[src/rtl/uhsp_pkg.sv]
// Package for the URL hash block: hash constants, payload and state types.
// No dependencies; used by the interfaces, uhsp_mix and the top level.
package uhsp_pkg;

	localparam int unsigned HashW   = 32;
	localparam int unsigned PrefixW = 16;
	localparam int unsigned ByteW   = 8;
	localparam int unsigned ResultW = PrefixW + HashW;

	localparam logic [HashW-1:0] HashMult  = 32'h9E37_79B9;
	localparam logic [ByteW-1:0] ColonCode = 8'h3A;
	localparam int unsigned      RotLeft   = 5;

	// running state of one URL
	typedef struct packed {
		logic [HashW-1:0]   hash;
		logic [PrefixW-1:0] prefix;
		logic               colon_seen;
	} hash_state_t;

endpackage

[src/rtl/uhsp_in_if.sv]
// Input stream interface: one URL byte per beat plus byte and end marks.
// Depends on uhsp_pkg for widths.
interface uhsp_in_if;
	logic                           valid;
	logic                           ready;
	logic [uhsp_pkg::ByteW-1:0]     data_byte;
	logic                           has_byte;
	logic                           last_byte;

	modport source (output valid, output data_byte, output has_byte, output last_byte,
		input ready);
	modport sink (input valid, input data_byte, input has_byte, input last_byte,
		output ready);
endinterface

[src/rtl/uhsp_out_if.sv]
// Output stream interface: one 48-bit hash word per beat.
// Depends on uhsp_pkg for widths.
interface uhsp_out_if;
	logic                           valid;
	logic                           ready;
	logic [uhsp_pkg::ResultW-1:0]   hash_word;

	modport source (output valid, output hash_word, input ready);
	modport sink (input valid, input hash_word, output ready);
endinterface

[src/rtl/uhsp_mix.sv]
// One hash step: rotate left, xor byte, multiply by golden-ratio constant;
// captures the prefix at the first colon. Depends on uhsp_pkg.
module uhsp_mix (
	input  uhsp_pkg::hash_state_t          cur,
	input  logic [uhsp_pkg::ByteW-1:0]     data_byte,
	input  logic                           has_byte,
	output uhsp_pkg::hash_state_t          nxt
);

	logic [uhsp_pkg::HashW-1:0] rot;
	logic [uhsp_pkg::HashW-1:0] mixed;
	logic [uhsp_pkg::HashW-1:0] prod;
	logic                       first_colon;

	assign rot   = {cur.hash[uhsp_pkg::HashW-uhsp_pkg::RotLeft-1:0],
		cur.hash[uhsp_pkg::HashW-1 -: uhsp_pkg::RotLeft]};
	assign mixed = rot ^ {{(uhsp_pkg::HashW-uhsp_pkg::ByteW){1'b0}}, data_byte};
	// product kept modulo 2^32
	assign prod  = mixed * uhsp_pkg::HashMult;

	assign first_colon = has_byte && !cur.colon_seen && (data_byte == uhsp_pkg::ColonCode);

	always_comb begin
		nxt = cur;
		if (has_byte) begin
			nxt.hash = prod;
		end
		if (first_colon) begin
			// prefix is the low PrefixW bits of the hash of the bytes before the colon
			nxt.prefix     = cur.hash[uhsp_pkg::PrefixW-1:0];
			nxt.colon_seen = 1'b1;
		end
	end

endmodule

[src/rtl/url_hash_with_scheme_prefix_core.sv]
// URL hash with scheme prefix, top level.
// The result is registered when the last-marked beat leaves the input stage.
// Throughput: 1 byte per cycle, less when a last beat waits on the output register;
// the hash step (rotate, xor, constant 32x32 multiply) from s1 to state_q sets it.
// Reset (arst_n low, asynchronous): hash state, stage and output valids clear.
// Depends on uhsp_pkg, uhsp_in_if, uhsp_out_if, uhsp_mix.
module url_hash_with_scheme_prefix_core (
	input  logic              clk,
	input  logic              arst_n,
	uhsp_in_if.sink           item,
	uhsp_out_if.source        result
);

	// input stage
	logic                           valid_s1;
	logic [uhsp_pkg::ByteW-1:0]     data_byte_s1;
	logic                           has_byte_s1;
	logic                           last_byte_s1;

	// running state and output register
	uhsp_pkg::hash_state_t          state_q;
	uhsp_pkg::hash_state_t          state_nxt;
	logic                           out_valid_q;
	logic [uhsp_pkg::ResultW-1:0]   hash_word_q;

	logic                           advance;
	logic                           in_take;

	// A non-last beat only updates state and always moves on; a last beat
	// needs the output register free (or being drained this cycle).
	assign advance = valid_s1 && (!last_byte_s1 || !out_valid_q || result.ready);
	assign in_take = item.valid && item.ready;

	assign item.ready = !valid_s1 || advance;

	always_ff @(posedge clk or negedge arst_n) begin
		if (!arst_n) begin
			valid_s1 <= 1'b0;
		end else if (item.ready) begin
			valid_s1 <= item.valid;
		end
	end

	// payload of the input stage, no reset needed
	always_ff @(posedge clk) begin
		if (in_take) begin
			data_byte_s1 <= item.data_byte;
			has_byte_s1  <= item.has_byte;
			last_byte_s1 <= item.last_byte;
		end
	end

	uhsp_mix u_mix (
		.cur       (state_q),
		.data_byte (data_byte_s1),
		.has_byte  (has_byte_s1),
		.nxt       (state_nxt)
	);

	// state returns to reset after the last beat of a URL
	always_ff @(posedge clk or negedge arst_n) begin
		if (!arst_n) begin
			state_q <= '0;
		end else if (advance) begin
			if (last_byte_s1) begin
				state_q <= '0;
			end else begin
				state_q <= state_nxt;
			end
		end
	end

	always_ff @(posedge clk or negedge arst_n) begin
		if (!arst_n) begin
			out_valid_q <= 1'b0;
		end else if (advance && last_byte_s1) begin
			out_valid_q <= 1'b1;
		end else if (result.ready) begin
			out_valid_q <= 1'b0;
		end
	end

	// prefix field is zero when no colon was seen
	always_ff @(posedge clk) begin
		if (advance && last_byte_s1) begin
			hash_word_q <= {(state_nxt.colon_seen ? state_nxt.prefix : {uhsp_pkg::PrefixW{1'b0}}),
				state_nxt.hash};
		end
	end

	assign result.valid     = out_valid_q;
	assign result.hash_word = hash_word_q;

endmodule
[src/flat_wrapper.sv]
// flat-port wrapper written by rule: the top's interface ports become plain ports
module url_hash_with_scheme_prefix_core_flat 
  (clk, arst_n, item_valid, item_data_byte, item_has_byte, item_last_byte, item_ready, result_valid, result_hash_word, result_ready);
  uhsp_in_if item_i ();
  uhsp_out_if result_i ();
  input  logic clk;
  input  logic arst_n;
  input wire logic [$bits(item_i.valid)-1:0] item_valid;
  input wire logic [$bits(item_i.data_byte)-1:0] item_data_byte;
  input wire logic [$bits(item_i.has_byte)-1:0] item_has_byte;
  input wire logic [$bits(item_i.last_byte)-1:0] item_last_byte;
  output wire logic [$bits(item_i.ready)-1:0] item_ready;
  output wire logic [$bits(result_i.valid)-1:0] result_valid;
  output wire logic [$bits(result_i.hash_word)-1:0] result_hash_word;
  input wire logic [$bits(result_i.ready)-1:0] result_ready;
  assign item_i.valid = item_valid;
  assign item_i.data_byte = item_data_byte;
  assign item_i.has_byte = item_has_byte;
  assign item_i.last_byte = item_last_byte;
  assign item_ready = item_i.ready;
  assign result_valid = result_i.valid;
  assign result_hash_word = result_i.hash_word;
  assign result_i.ready = result_ready;
  url_hash_with_scheme_prefix_core u_core (.clk(clk), .arst_n(arst_n), .item(item_i), .result(result_i));
endmodule
[config.mk]
export PLATFORM = sky130hd
export DESIGN_NAME = url_hash_with_scheme_prefix_core_flat
export DESIGN_NICKNAME = d
export VERILOG_FILES = /design/src/rtl/uhsp_pkg.sv /design/src/rtl/uhsp_in_if.sv /design/src/rtl/uhsp_out_if.sv /design/src/rtl/uhsp_mix.sv /design/src/rtl/url_hash_with_scheme_prefix_core.sv /design/src/flat_wrapper.sv
export SDC_FILE = /design/constraint.sdc
export NUM_CORES = 1
export LEC_CHECK = 0
export BUFFER_PORTS_ARGS = -buffer_cell sky130_fd_sc_hd__buf_2
export CAP_MARGIN = 0
export CORE_ASPECT_RATIO = 0.7
export CORE_MARGIN = 5
export CORE_UTILIZATION = 40
export CTS_BUF_LIST = sky130_fd_sc_hd__clkbuf_8
export DETAILED_ROUTE_END_ITERATION = 10
export HOLD_SLACK_MARGIN = 0.1
export PLACE_DENSITY_LB_ADDON = 0.1
export SLEW_MARGIN = 20
export SYNTH_ARGS = -nofsm -noshare
export SYNTH_HDL_FRONTEND = slang
export SYNTH_HIERARCHICAL = 1
export SYNTH_SLANG_ARGS = --single-unit
[constraint.sdc]
create_clock -name clk -period 18.3 [get_ports clk]
set_input_delay 2.745 -clock clk [delete_from_list [all_inputs] [get_ports clk]]
set_output_delay 2.745 -clock clk [all_outputs]
set_load 0.01 [all_outputs]
==> reports/qor.yml, run 1 <==
drive_gt1_share_pct: 8.94
hold_buffers: 0
cp-end-kind: "register"
slew_viol_final: 0
clock_latency_ns: 0.42
syn_area_sq_mm: 0.0148
hold_class: "register to register"
placed_area_sq_mm: 0.0156
ys_types: 58
path_class: "register to register"
cts_buffer_depth: 2
cts_tree: "built"
drtPass1Iterations: 7
grt_max_degree: 101
gp_congestion: 0.991
fp.dieW_um: 240
timing.final.crit_share_pct: 43.7
wl_per_cell_um: 23.9
coreArea_sq_mm: 0.0369
synth_nets: 1794
start_kind: "register"
design_area_sq_mm: 0.0158
numPortBuffers: 63
drv_cap: 0
final_nets: 1839
synth_area_leader_cell: "fa_1"
fin_crit_ns: 7.99
grt_antenna_before_repair: 0
vias: 9647
post_cts_buffers: 0
clock_skew_ns: 0.0246
yosys-top-cells-area: "fa_1, ha_1, edfxtp_1"
routed_wl_um: 45400
start_util_pct: 40.2
hold_viol_final: 0
synth-edff-count: 58
setup_tns_ns: 0
grt_usage_pct: 22.8
cts_buffers: 9
grt_pass1_wl_um: 68300
pin_count: 64
synthTopCellsByCount: "inv_1, fa_1, ha_1"
synth-seq-cells: 109
ys.flop_type: "edfxtp_1"
crit_arrival_ns: 8.30
postLayoutCoreUtil_pct: 42.8
grt_pass1_vias: 10196
root_buffer: "clkbuf_8"
htreeDepth: 3
synthCells: 1359
fmax_ghz: 0.125
drcViolationCount: 0
rows: 59
yosysWarnings: 6
rsz0062_at_grt: "false"
syn_area_per_cell_sq_um: 10.9
cts_sinks: 109
post-dp-hpwl_um: 37200
clk_pin_slew_worst_paths_ns: 0.13
cts_resized: 0
finalSetupViolations: 0
tightestPinTransition_ns: 0.999
syn2layout_area_growth_pct: 6.60
overflow: 0
synth.most_common_cell: "inv_1"
die_height_um: 171
status: "finished clean"
drtIter0Drc: 723
vias_per_cell: 5.09
dieArea_sq_mm: 0.0411
synth_top_area_share_pct: 30.2
synth_seq_area_share_pct: 20.3
synth_async_sr_flop_share_pct: 46.8
path_max_fanout: 6
n_antenna_cell: 0
required_ns: 18.61
ant_nets: 0
relSlewSlack_pct: 33.4
whs_ns: 0.527
flip-flops by register name, indices dropped and copies added (netlist names):
signal                   count
u_core/state_q              49
u_core/result.hash_word     48
u_core/data_byte_s1          8
u_core/has_byte_s1           1
u_core/last_byte_s1          1
u_core/result.valid          1
u_core/valid_s1              1
routing by layer:
layer  vias to the layer above  share of wire (%)  GRT usage (%)
met5                         -                  0              0
met1                      4869                 52           35.8
met4                         0                1.1           3.28
met2                       243                 40           31.5
li1                       4511                  -              -
met3                        24                7.2           6.83
layout make-up:
type                       count  area [sq um]
clock inverter                 7          65.1
tap                          488           611
inverter                     287          1080
fill                        3596         21100
multi-input combinational    921         10500
sequential                   109          3020
clock buffer                   9           124
timing repair buffer          76           413
cells by family (layout without fill, tap and decap cells):
family,Yosys count,after routing,synth area share [%]
buf+inv,329,379,8.92
fa+ha+maj,421,421,46.8
compound gates,104,104,4.63
xor+xnor,81,81,5.16
mux,21,21,1.57
simple gates,294,294,12.5
flops,109,109,20.3
per-stage QoR:
| step | worst slack [ns] | std cells |
|---|---|---|
| final | 10.31 | 1897 |
| after global routing | 9.82 | 1897 |
| after CTS | 10.35 | 1897 |
| after detailed placement | 10.41 | 1881 |
| after global placement | 10.61 | 1881 |
| after floorplan | 11.31 | 1359 |
critical path, cell delays in order (launching register included):
cell and delay (ns):
edfxtp_1 0.44, xnor2_1 0.71, inv_1 0.29, fa_1 0.56, inv_1 0.05, fa_1 0.41
inv_1 0.11, fa_1 0.41, inv_1 0.09, fa_1 0.40, inv_1 0.09, fa_1 0.45
fa_1 0.45, fa_1 0.54, fa_1 0.42, ha_1 0.40, nand4_1 0.18, nor4_1 0.39
nand3_1 0.17, and3_1 0.20, o31ai_1 0.37, a31oi_1 0.15, xnor2_1 0.14, mux2_2 0.28
nand3b_1 0.09, nand3_1 0.08
layout by cell type (no fill, tap or decap), types with 3 or more instances in the layout:
cell type / instances
a21o_1: 14
nand2b_1: 53
edfxtp_1: 58
o21ai_0: 34
inv_6: 3
buf_2: 63
nand2_1: 32
a31oi_1: 4
ha_1: 197
nor2_1: 13
buf_4: 13
mux2_2: 18
nand3_1: 56
clkbuf_8: 9
xnor2_2: 4
o21a_1: 5
and2_1: 18
xor2_1: 18
o21bai_1: 3
mux2i_1: 3
nand3b_1: 49
xnor2_1: 57
nor3_1: 4
fa_1: 224
nand4b_1: 51
inv_1: 287
dfrtp_1: 49
a21oi_1: 23
nor2b_1: 4
worst paths after layout:
check | start | end | slack (ns) | depth (start not counted)
worst max-delay path | u_core/data_byte_s1[7]$_DFFE_PP_ | u_core/state_q[48]$_DFFE_PN0P_ | 10.31 | 25
worst min-delay path | u_core/state_q[5]$_DFFE_PN0P_ | u_core/state_q[5]$_DFFE_PN0P_ | 0.53 | 2
worst max register to register | u_core/data_byte_s1[7]$_DFFE_PP_ | u_core/state_q[48]$_DFFE_PN0P_ | 10.31 | 25
worst min register to register | u_core/state_q[5]$_DFFE_PN0P_ | u_core/state_q[5]$_DFFE_PN0P_ | 0.53 | 2
max in group asynchronous | arst_n | u_core/result.valid$_DFFE_PN0P_ | 15.29 | 2
min in group asynchronous | arst_n | u_core/state_q[4]$_DFFE_PN0P_ | 2.46 | 2
Power of run 1 is left out: the tool's default activity adds up to more than one toggle a clock period on the data nets, which glitch-free logic cannot reach.
==> run 2: changes to the inputs <==
==> constraint.sdc (replaced) <==
create_clock -name clk -period 8 [get_ports clk]
set_input_delay 1.2 -clock clk [delete_from_list [all_inputs] [get_ports clk]]
set_output_delay 1.2 -clock clk [all_outputs]
set_load 0.01 [all_outputs]
==> reports/qor.yml, run 2 (synthesis gave the netlist of run 1 again) <==
clock_latency_ns: 0.45  # +0.03 ns
rows: 59  # unchanged
clock_skew_ns: 0.0404  # +0.0158 ns
final_cell_mix: "inv_1, fa_1, ha_1"
overflow: 0  # unchanged
grt_max_degree: 101  # unchanged
dp.cells: 1901  # +1.1%
holdPathEnd: "u_core/state_q[15]$_DFFE_PN0P_"
post_cts_buffers: 0  # unchanged
post-dp-hpwl_um: 37500  # +0.73%
r2r_end: "u_core/state_q[47]$_DFFE_PN0P_"
rr_startpoint: "u_core/data_byte_s1[0]$_DFFE_PP_"
fmax_ghz: 0.129  # +2.7%
hold_viol_final: 0  # unchanged
dieArea_sq_mm: 0.0411  # unchanged
grt_usage_pct: 22.8  # +0.035 points
htreeDepth: 3  # unchanged
placed_area_sq_mm: 0.0158  # +0.96%
hold_class: "register to register"
finalSetupViolations: 0  # unchanged
cts_buffer_depth: 2  # unchanged
numPortBuffers: 63  # unchanged
path_class: "register to register"
stdcell_count: 1917  # +1.1%
grt_antenna_before_repair: 0  # unchanged
drtIter0Drc: 671  # -7.2%
wl_per_cell_um: 23.5  # -2.0%
met3_usage_pct: 6.12  # -0.71 points
design_area_sq_mm: 0.0160  # +1.3%
grt_use_met2_pct: 31.2  # -0.28 points
largest_reg_flops: 49  # unchanged
die_height_um: 171  # unchanged
timing.final.crit_share_pct: 97.3  # +54 points
final_common_cell: "inv_1"
tightestPinTransition_ns: 0.999  # +0.000511 ns
coreArea_sq_mm: 0.0369  # unchanged
clk_pin_slew_worst_paths_ns: 0.14  # about the same
multi_input_area_sq_mm: 0.0105  # +0.30%
start_util_pct: 40.2  # unchanged
gp_congestion: 0.965  # -2.7%
top_usage_layer: "met1"
nFillCells: 3619  # +0.64%
setup_tns_ns: 0  # unchanged
cts_sinks: 109  # unchanged
routed_wl_um: 45000  # -0.96%
regMostFlops: "u_core/state_q"
start_kind: "register"
vias: 9908  # +2.7%
rsz0062_at_grt: "false"
hold_start: "u_core/state_q[15]$_DFFE_PN0P_"
syn2layout_area_growth_pct: 8.03
status: "finished clean"
gr-usage-met1_pct: 36.6  # +0.80 points
pin_count: 64  # unchanged
hold_depth: 2  # unchanged
path_max_fanout: 11  # +5
fp.dieW_um: 240  # unchanged
grt_pass1_wl_um: 68900  # +0.85%
drv_cap: 0  # unchanged
cts_resized: 0  # unchanged
root_buffer: "clkbuf_8"
required_ns: 8.32  # -10.29 ns
relSlewSlack_pct: 33.4  # -0.034 points
drtPass1Iterations: 6  # -1
cp-end-kind: "register"
r2r_cells: 20  # -20%
hold_buffers: 0  # unchanged
ant_nets: 0  # unchanged
vias_per_cell: 5.17  # +1.6%
final_nets: 1859  # +1.1%
drive_gt1_share_pct: 10.4  # +1.4 points
cts_buffers: 9  # unchanged
r2r_setup_slack_ns: 0.22  # -10.09 ns
crit_arrival_ns: 8.10  # -0.20 ns
n_antenna_cell: 0  # unchanged
slew_viol_final: 0  # unchanged
cts_tree: "built"
grt_pass1_vias: 10542  # +3.4%
regArea_sq_mm: 0.00302  # unchanged
fin_crit_ns: 7.78  # -0.212 ns
drcViolationCount: 0  # unchanged
==> run 2: metal layers <==
| layer | share of wire, % | wire length, um | vias to the layer above |
|---|---|---|---|
| met4 | 1.2 | 543 | 0 |
| li1 | - | - | 4543 |
| met1 | 52 | 23300 | 5076 |
| met2 | 40 | 17900 | 259 |
| met3 | 7.0 | 3170 | 30 |
| met5 | 0 | 0 | - |
==> run 2: worst max path at each step <==
stage / slack (ns) / endpoint / cells past startpoint / startpoint
2_1_floorplan: 1.01 / u_core/state_q[47]$_DFFE_PN0P_ / 25 / u_core/data_byte_s1[5]$_DFFE_PP_
3_3_place_gp: 0.09 / u_core/state_q[47]$_DFFE_PN0P_ / 24 / u_core/data_byte_s1[2]$_DFFE_PP_
3_5_place_dp: 0.15 / u_core/state_q[47]$_DFFE_PN0P_ / 24 / u_core/state_q[46]$_DFFE_PN0P_
4_1_cts: 0.05 / u_core/state_q[47]$_DFFE_PN0P_ / 24 / u_core/state_q[46]$_DFFE_PN0P_
5_1_grt: 0.07 / u_core/state_q[47]$_DFFE_PN0P_ / 20 / u_core/data_byte_s1[0]$_DFFE_PP_
6_report: 0.22 / u_core/state_q[47]$_DFFE_PN0P_ / 20 / u_core/data_byte_s1[0]$_DFFE_PP_
==> run 2: critical path: stages (launching register included) <==
cell	delay (ns)
edfxtp_1	0.45
xor2_1	0.34
buf_4	0.36
fa_1	0.60
fa_1	0.50
fa_1	0.44
fa_1	0.46
fa_1	0.51
ha_1	0.31
fa_1	0.40
fa_1	0.48
ha_1	0.35
a2111oi_1	0.63
o21ai_0	0.17
o21bai_2	0.31
a2111o_1	0.46
a2111oi_4	0.32
nor3_1	0.09
nand4b_1	0.24
nand3b_1	0.13
nand3_1	0.08
==> run 2: area by class of cell <==
type / instances / share of cell area (%)
clock buffers: 9 / 0.773
clock inverters: 7 / 0.601
inverters: 287 / 6.74
multi-input cells: 921 / 65.7
flip-flops and latches: 109 / 18.8
well taps: 488 / 3.81
repair buffers: 96 / 3.51
==> run 2: stage by stage <==
step / setup slack (ns) / hold WS [ns] / util, %
2_1_floorplan: 1.01 / 0.472 / -
3_3_place_gp: 0.0855 / 0.487 / 42.7
3_5_place_dp: 0.146 / 0.502 / 42.7
4_1_cts: 0.0485 / 0.535 / 43.3
5_1_grt: 0.0699 / 0.566 / 43.4
6_report: 0.218 / 0.533 / 43.4
Power of run 2 is left out for the same reason.
==> run 3: changes to the inputs <==
--- a/config.mk
+++ b/config.mk
@@ -7,7 +7,6 @@
 export LEC_CHECK = 0
 export BUFFER_PORTS_ARGS = -buffer_cell sky130_fd_sc_hd__buf_2
 export CAP_MARGIN = 0
-export CORE_ASPECT_RATIO = 0.7
 export CORE_MARGIN = 5
 export CORE_UTILIZATION = 40
 export CTS_BUF_LIST = sky130_fd_sc_hd__clkbuf_8
==> reports/qor.yml, run 3 (synthesis gave the netlist of run 1 again) <==
routed_wl_um: 44900  # -0.24%
fmax_ghz: 0.130  # +0.93%
drtIter0Drc: 623  # -7.2%
crit_slowest_cell: "fa_1"
final_common_cell: "inv_1"
regMostFlops: "u_core/state_q"
placed_area_sq_mm: 0.0158  # +0.13%
cts_buffers: 9  # unchanged
drcViolationCount: 0  # unchanged
required_ns: 8.32  # about the same
largest_reg_flops: 49  # unchanged
die_height_um: 203  # +18%
crit_chain: "xor2_1 -> xor2_1 -> ha_1 -> a21oi_1 -> inv_1 -> fa_1 -> fa_1 -> inv_1 -> fa_1 -> inv_1 -> fa_1 -> ha_1 -> fa_1 -> fa_1 -> ha_1 -> a2111oi_2 -> o21ai_0 -> o21bai_2 -> a2111o_1 -> a2111oi_4 -> nor3_1 -> nand4b_1 -> nand3b_1 -> nand3_1"
wl_per_cell_um: 23.6  # +0.44%
grt_pass1_vias: 10596  # +0.51%
hold_class: "register to register"
r2r_setup_slack_ns: 0.29  # +0.07 ns
start_util_pct: 40.5  # +0.33 points
post-dp-hpwl_um: 37700  # +0.54%
syn2layout_area_growth_pct: 8.09  # about the same
dieArea_sq_mm: 0.0410  # -0.15%
root_buffer: "clkbuf_8"
holdPathEnd: "u_core/state_q[9]$_DFFE_PN0P_"
hold_viol_final: 0  # unchanged
rsz0062_at_grt: "false"
clk_pin_slew_worst_paths_ns: 0.13  # about the same
r2r_end: "u_core/state_q[47]$_DFFE_PN0P_"
vias_per_cell: 5.14  # -0.60%
coreArea_sq_mm: 0.0366  # -0.81%
hold_depth: 2  # unchanged
final_cell_mix: "inv_1, fa_1, ha_1"
path_class: "register to register"
rr_startpoint: "u_core/data_byte_s1[1]$_DFFE_PP_"
grt_pass1_wl_um: 67900  # -1.5%
grt_usage_pct: 22.3  # -0.47 points
status: "finished clean"
nFillCells: 3612  # -0.19%
htreeDepth: 3  # unchanged
slew_viol_final: 0  # unchanged
r2r_cells: 24  # +20%
finalSetupViolations: 0  # unchanged
cts_sinks: 109  # unchanged
numPortBuffers: 63  # unchanged
rows: 70  # +19%
grt_antenna_before_repair: 0  # unchanged
clock_latency_ns: 0.43  # -0.02 ns
overflow: 0  # unchanged
path_max_fanout: 5  # -6
fin_crit_ns: 7.71  # -0.0717 ns
clock_skew_ns: 0.0258  # -0.0145 ns
grt_max_degree: 101  # unchanged
crit_arrival_ns: 8.03  # -0.07 ns
pin_count: 64  # unchanged
crit_top_cell: "fa_1"
n_antenna_cell: 0  # unchanged
drive_gt1_share_pct: 11.0  # +0.65 points
ant_nets: 0  # unchanged
start_kind: "register"
tightestPinTransition_ns: 0.975  # -0.0237 ns
gp_congestion: 0.972  # +0.80%
fp.dieW_um: 203  # -16%
cts_tree: "built"
max_stage_delay_ns: 0.55  # -0.08 ns
relSlewSlack_pct: 35.0  # +1.6 points
hold_start: "u_core/state_q[9]$_DFFE_PN0P_"
hold_buffers: 0  # unchanged
drtPass1Iterations: 5  # -1
cts_buffer_depth: 2  # unchanged
cp-end-kind: "register"
drv_cap: 0  # unchanged
timing.final.crit_share_pct: 96.4  # -0.90 points
design_area_sq_mm: 0.0160  # about the same
vias: 9782  # -1.3%
final_nets: 1866  # +0.38%
-- run 3: repair_timing --
| item | CTS | global route |
|---|---|---|
| setup buffers | 0 | 1 |
| gates resized for setup | 2 | 4 |
| setup endpoints to repair | 3 | 5 |
| pin swaps | 0 | 0 |
-- run 3: layout make-up --
cell class                      count  area, sq um  area share (%)
Sequential cell                   109         3020            18.8
Clock buffer                        9          124           0.773
Multi-Input combinational cell    921        10500            65.7
Clock inverter                      7         75.1           0.468
Timing Repair Buffer              103          616            3.84
Inverter                          287         1080            6.76
Tap cell                          468          586            3.65
-- run 3: how the worst max path moves through the flow --
stage,endpoint,start,slack [ns]
6_report,u_core/state_q[47]$_DFFE_PN0P_,u_core/data_byte_s1[1]$_DFFE_PP_,0.29
5_1_grt,u_core/state_q[47]$_DFFE_PN0P_,u_core/data_byte_s1[1]$_DFFE_PP_,0.009
4_1_cts,u_core/state_q[47]$_DFFE_PN0P_,u_core/data_byte_s1[3]$_DFFE_PP_,0.05
3_5_place_dp,u_core/state_q[47]$_DFFE_PN0P_,u_core/state_q[46]$_DFFE_PN0P_,-0.13
3_3_place_gp,u_core/state_q[47]$_DFFE_PN0P_,u_core/data_byte_s1[2]$_DFFE_PP_,-0.21
2_1_floorplan,u_core/state_q[47]$_DFFE_PN0P_,u_core/data_byte_s1[5]$_DFFE_PP_,1.01
-- run 3: routing by layer --
layer  vias up  track usage, %  wire [um]
li1       4556               -          -
met1      4968            31.6      20700
met2       198            36.6      21300
met3        60            2.52       1480
met4         0            6.40       1420
met5         -               0          0
-- run 3: per-stage QoR --
stage               util, %  setup TNS [ns]  hold WS (ns)  instances  worst slack (ns)
finish                 43.8               0         0.529       1904             0.290
global route           43.8               0         0.557       1904           0.00896
CTS                    43.7               0         0.533       1903            0.0502
detailed placement     43.1          -0.232         0.504       1887            -0.134
global placement       43.1          -0.389         0.485       1887            -0.210
floorplan                 -               0         0.472       1359              1.01
-- run 3: worst max-delay path: cells and delay by family (launching register included) --
kind / cells / cell delay, ns
flops: 1 / 0.52
compound gates: 6 / 1.99
simple gates: 4 / 0.60
xor+xnor: 2 / 0.64
buf+inv: 3 / 0.20
fa+ha+maj: 9 / 3.64
Power of run 3 is left out for the same reason.
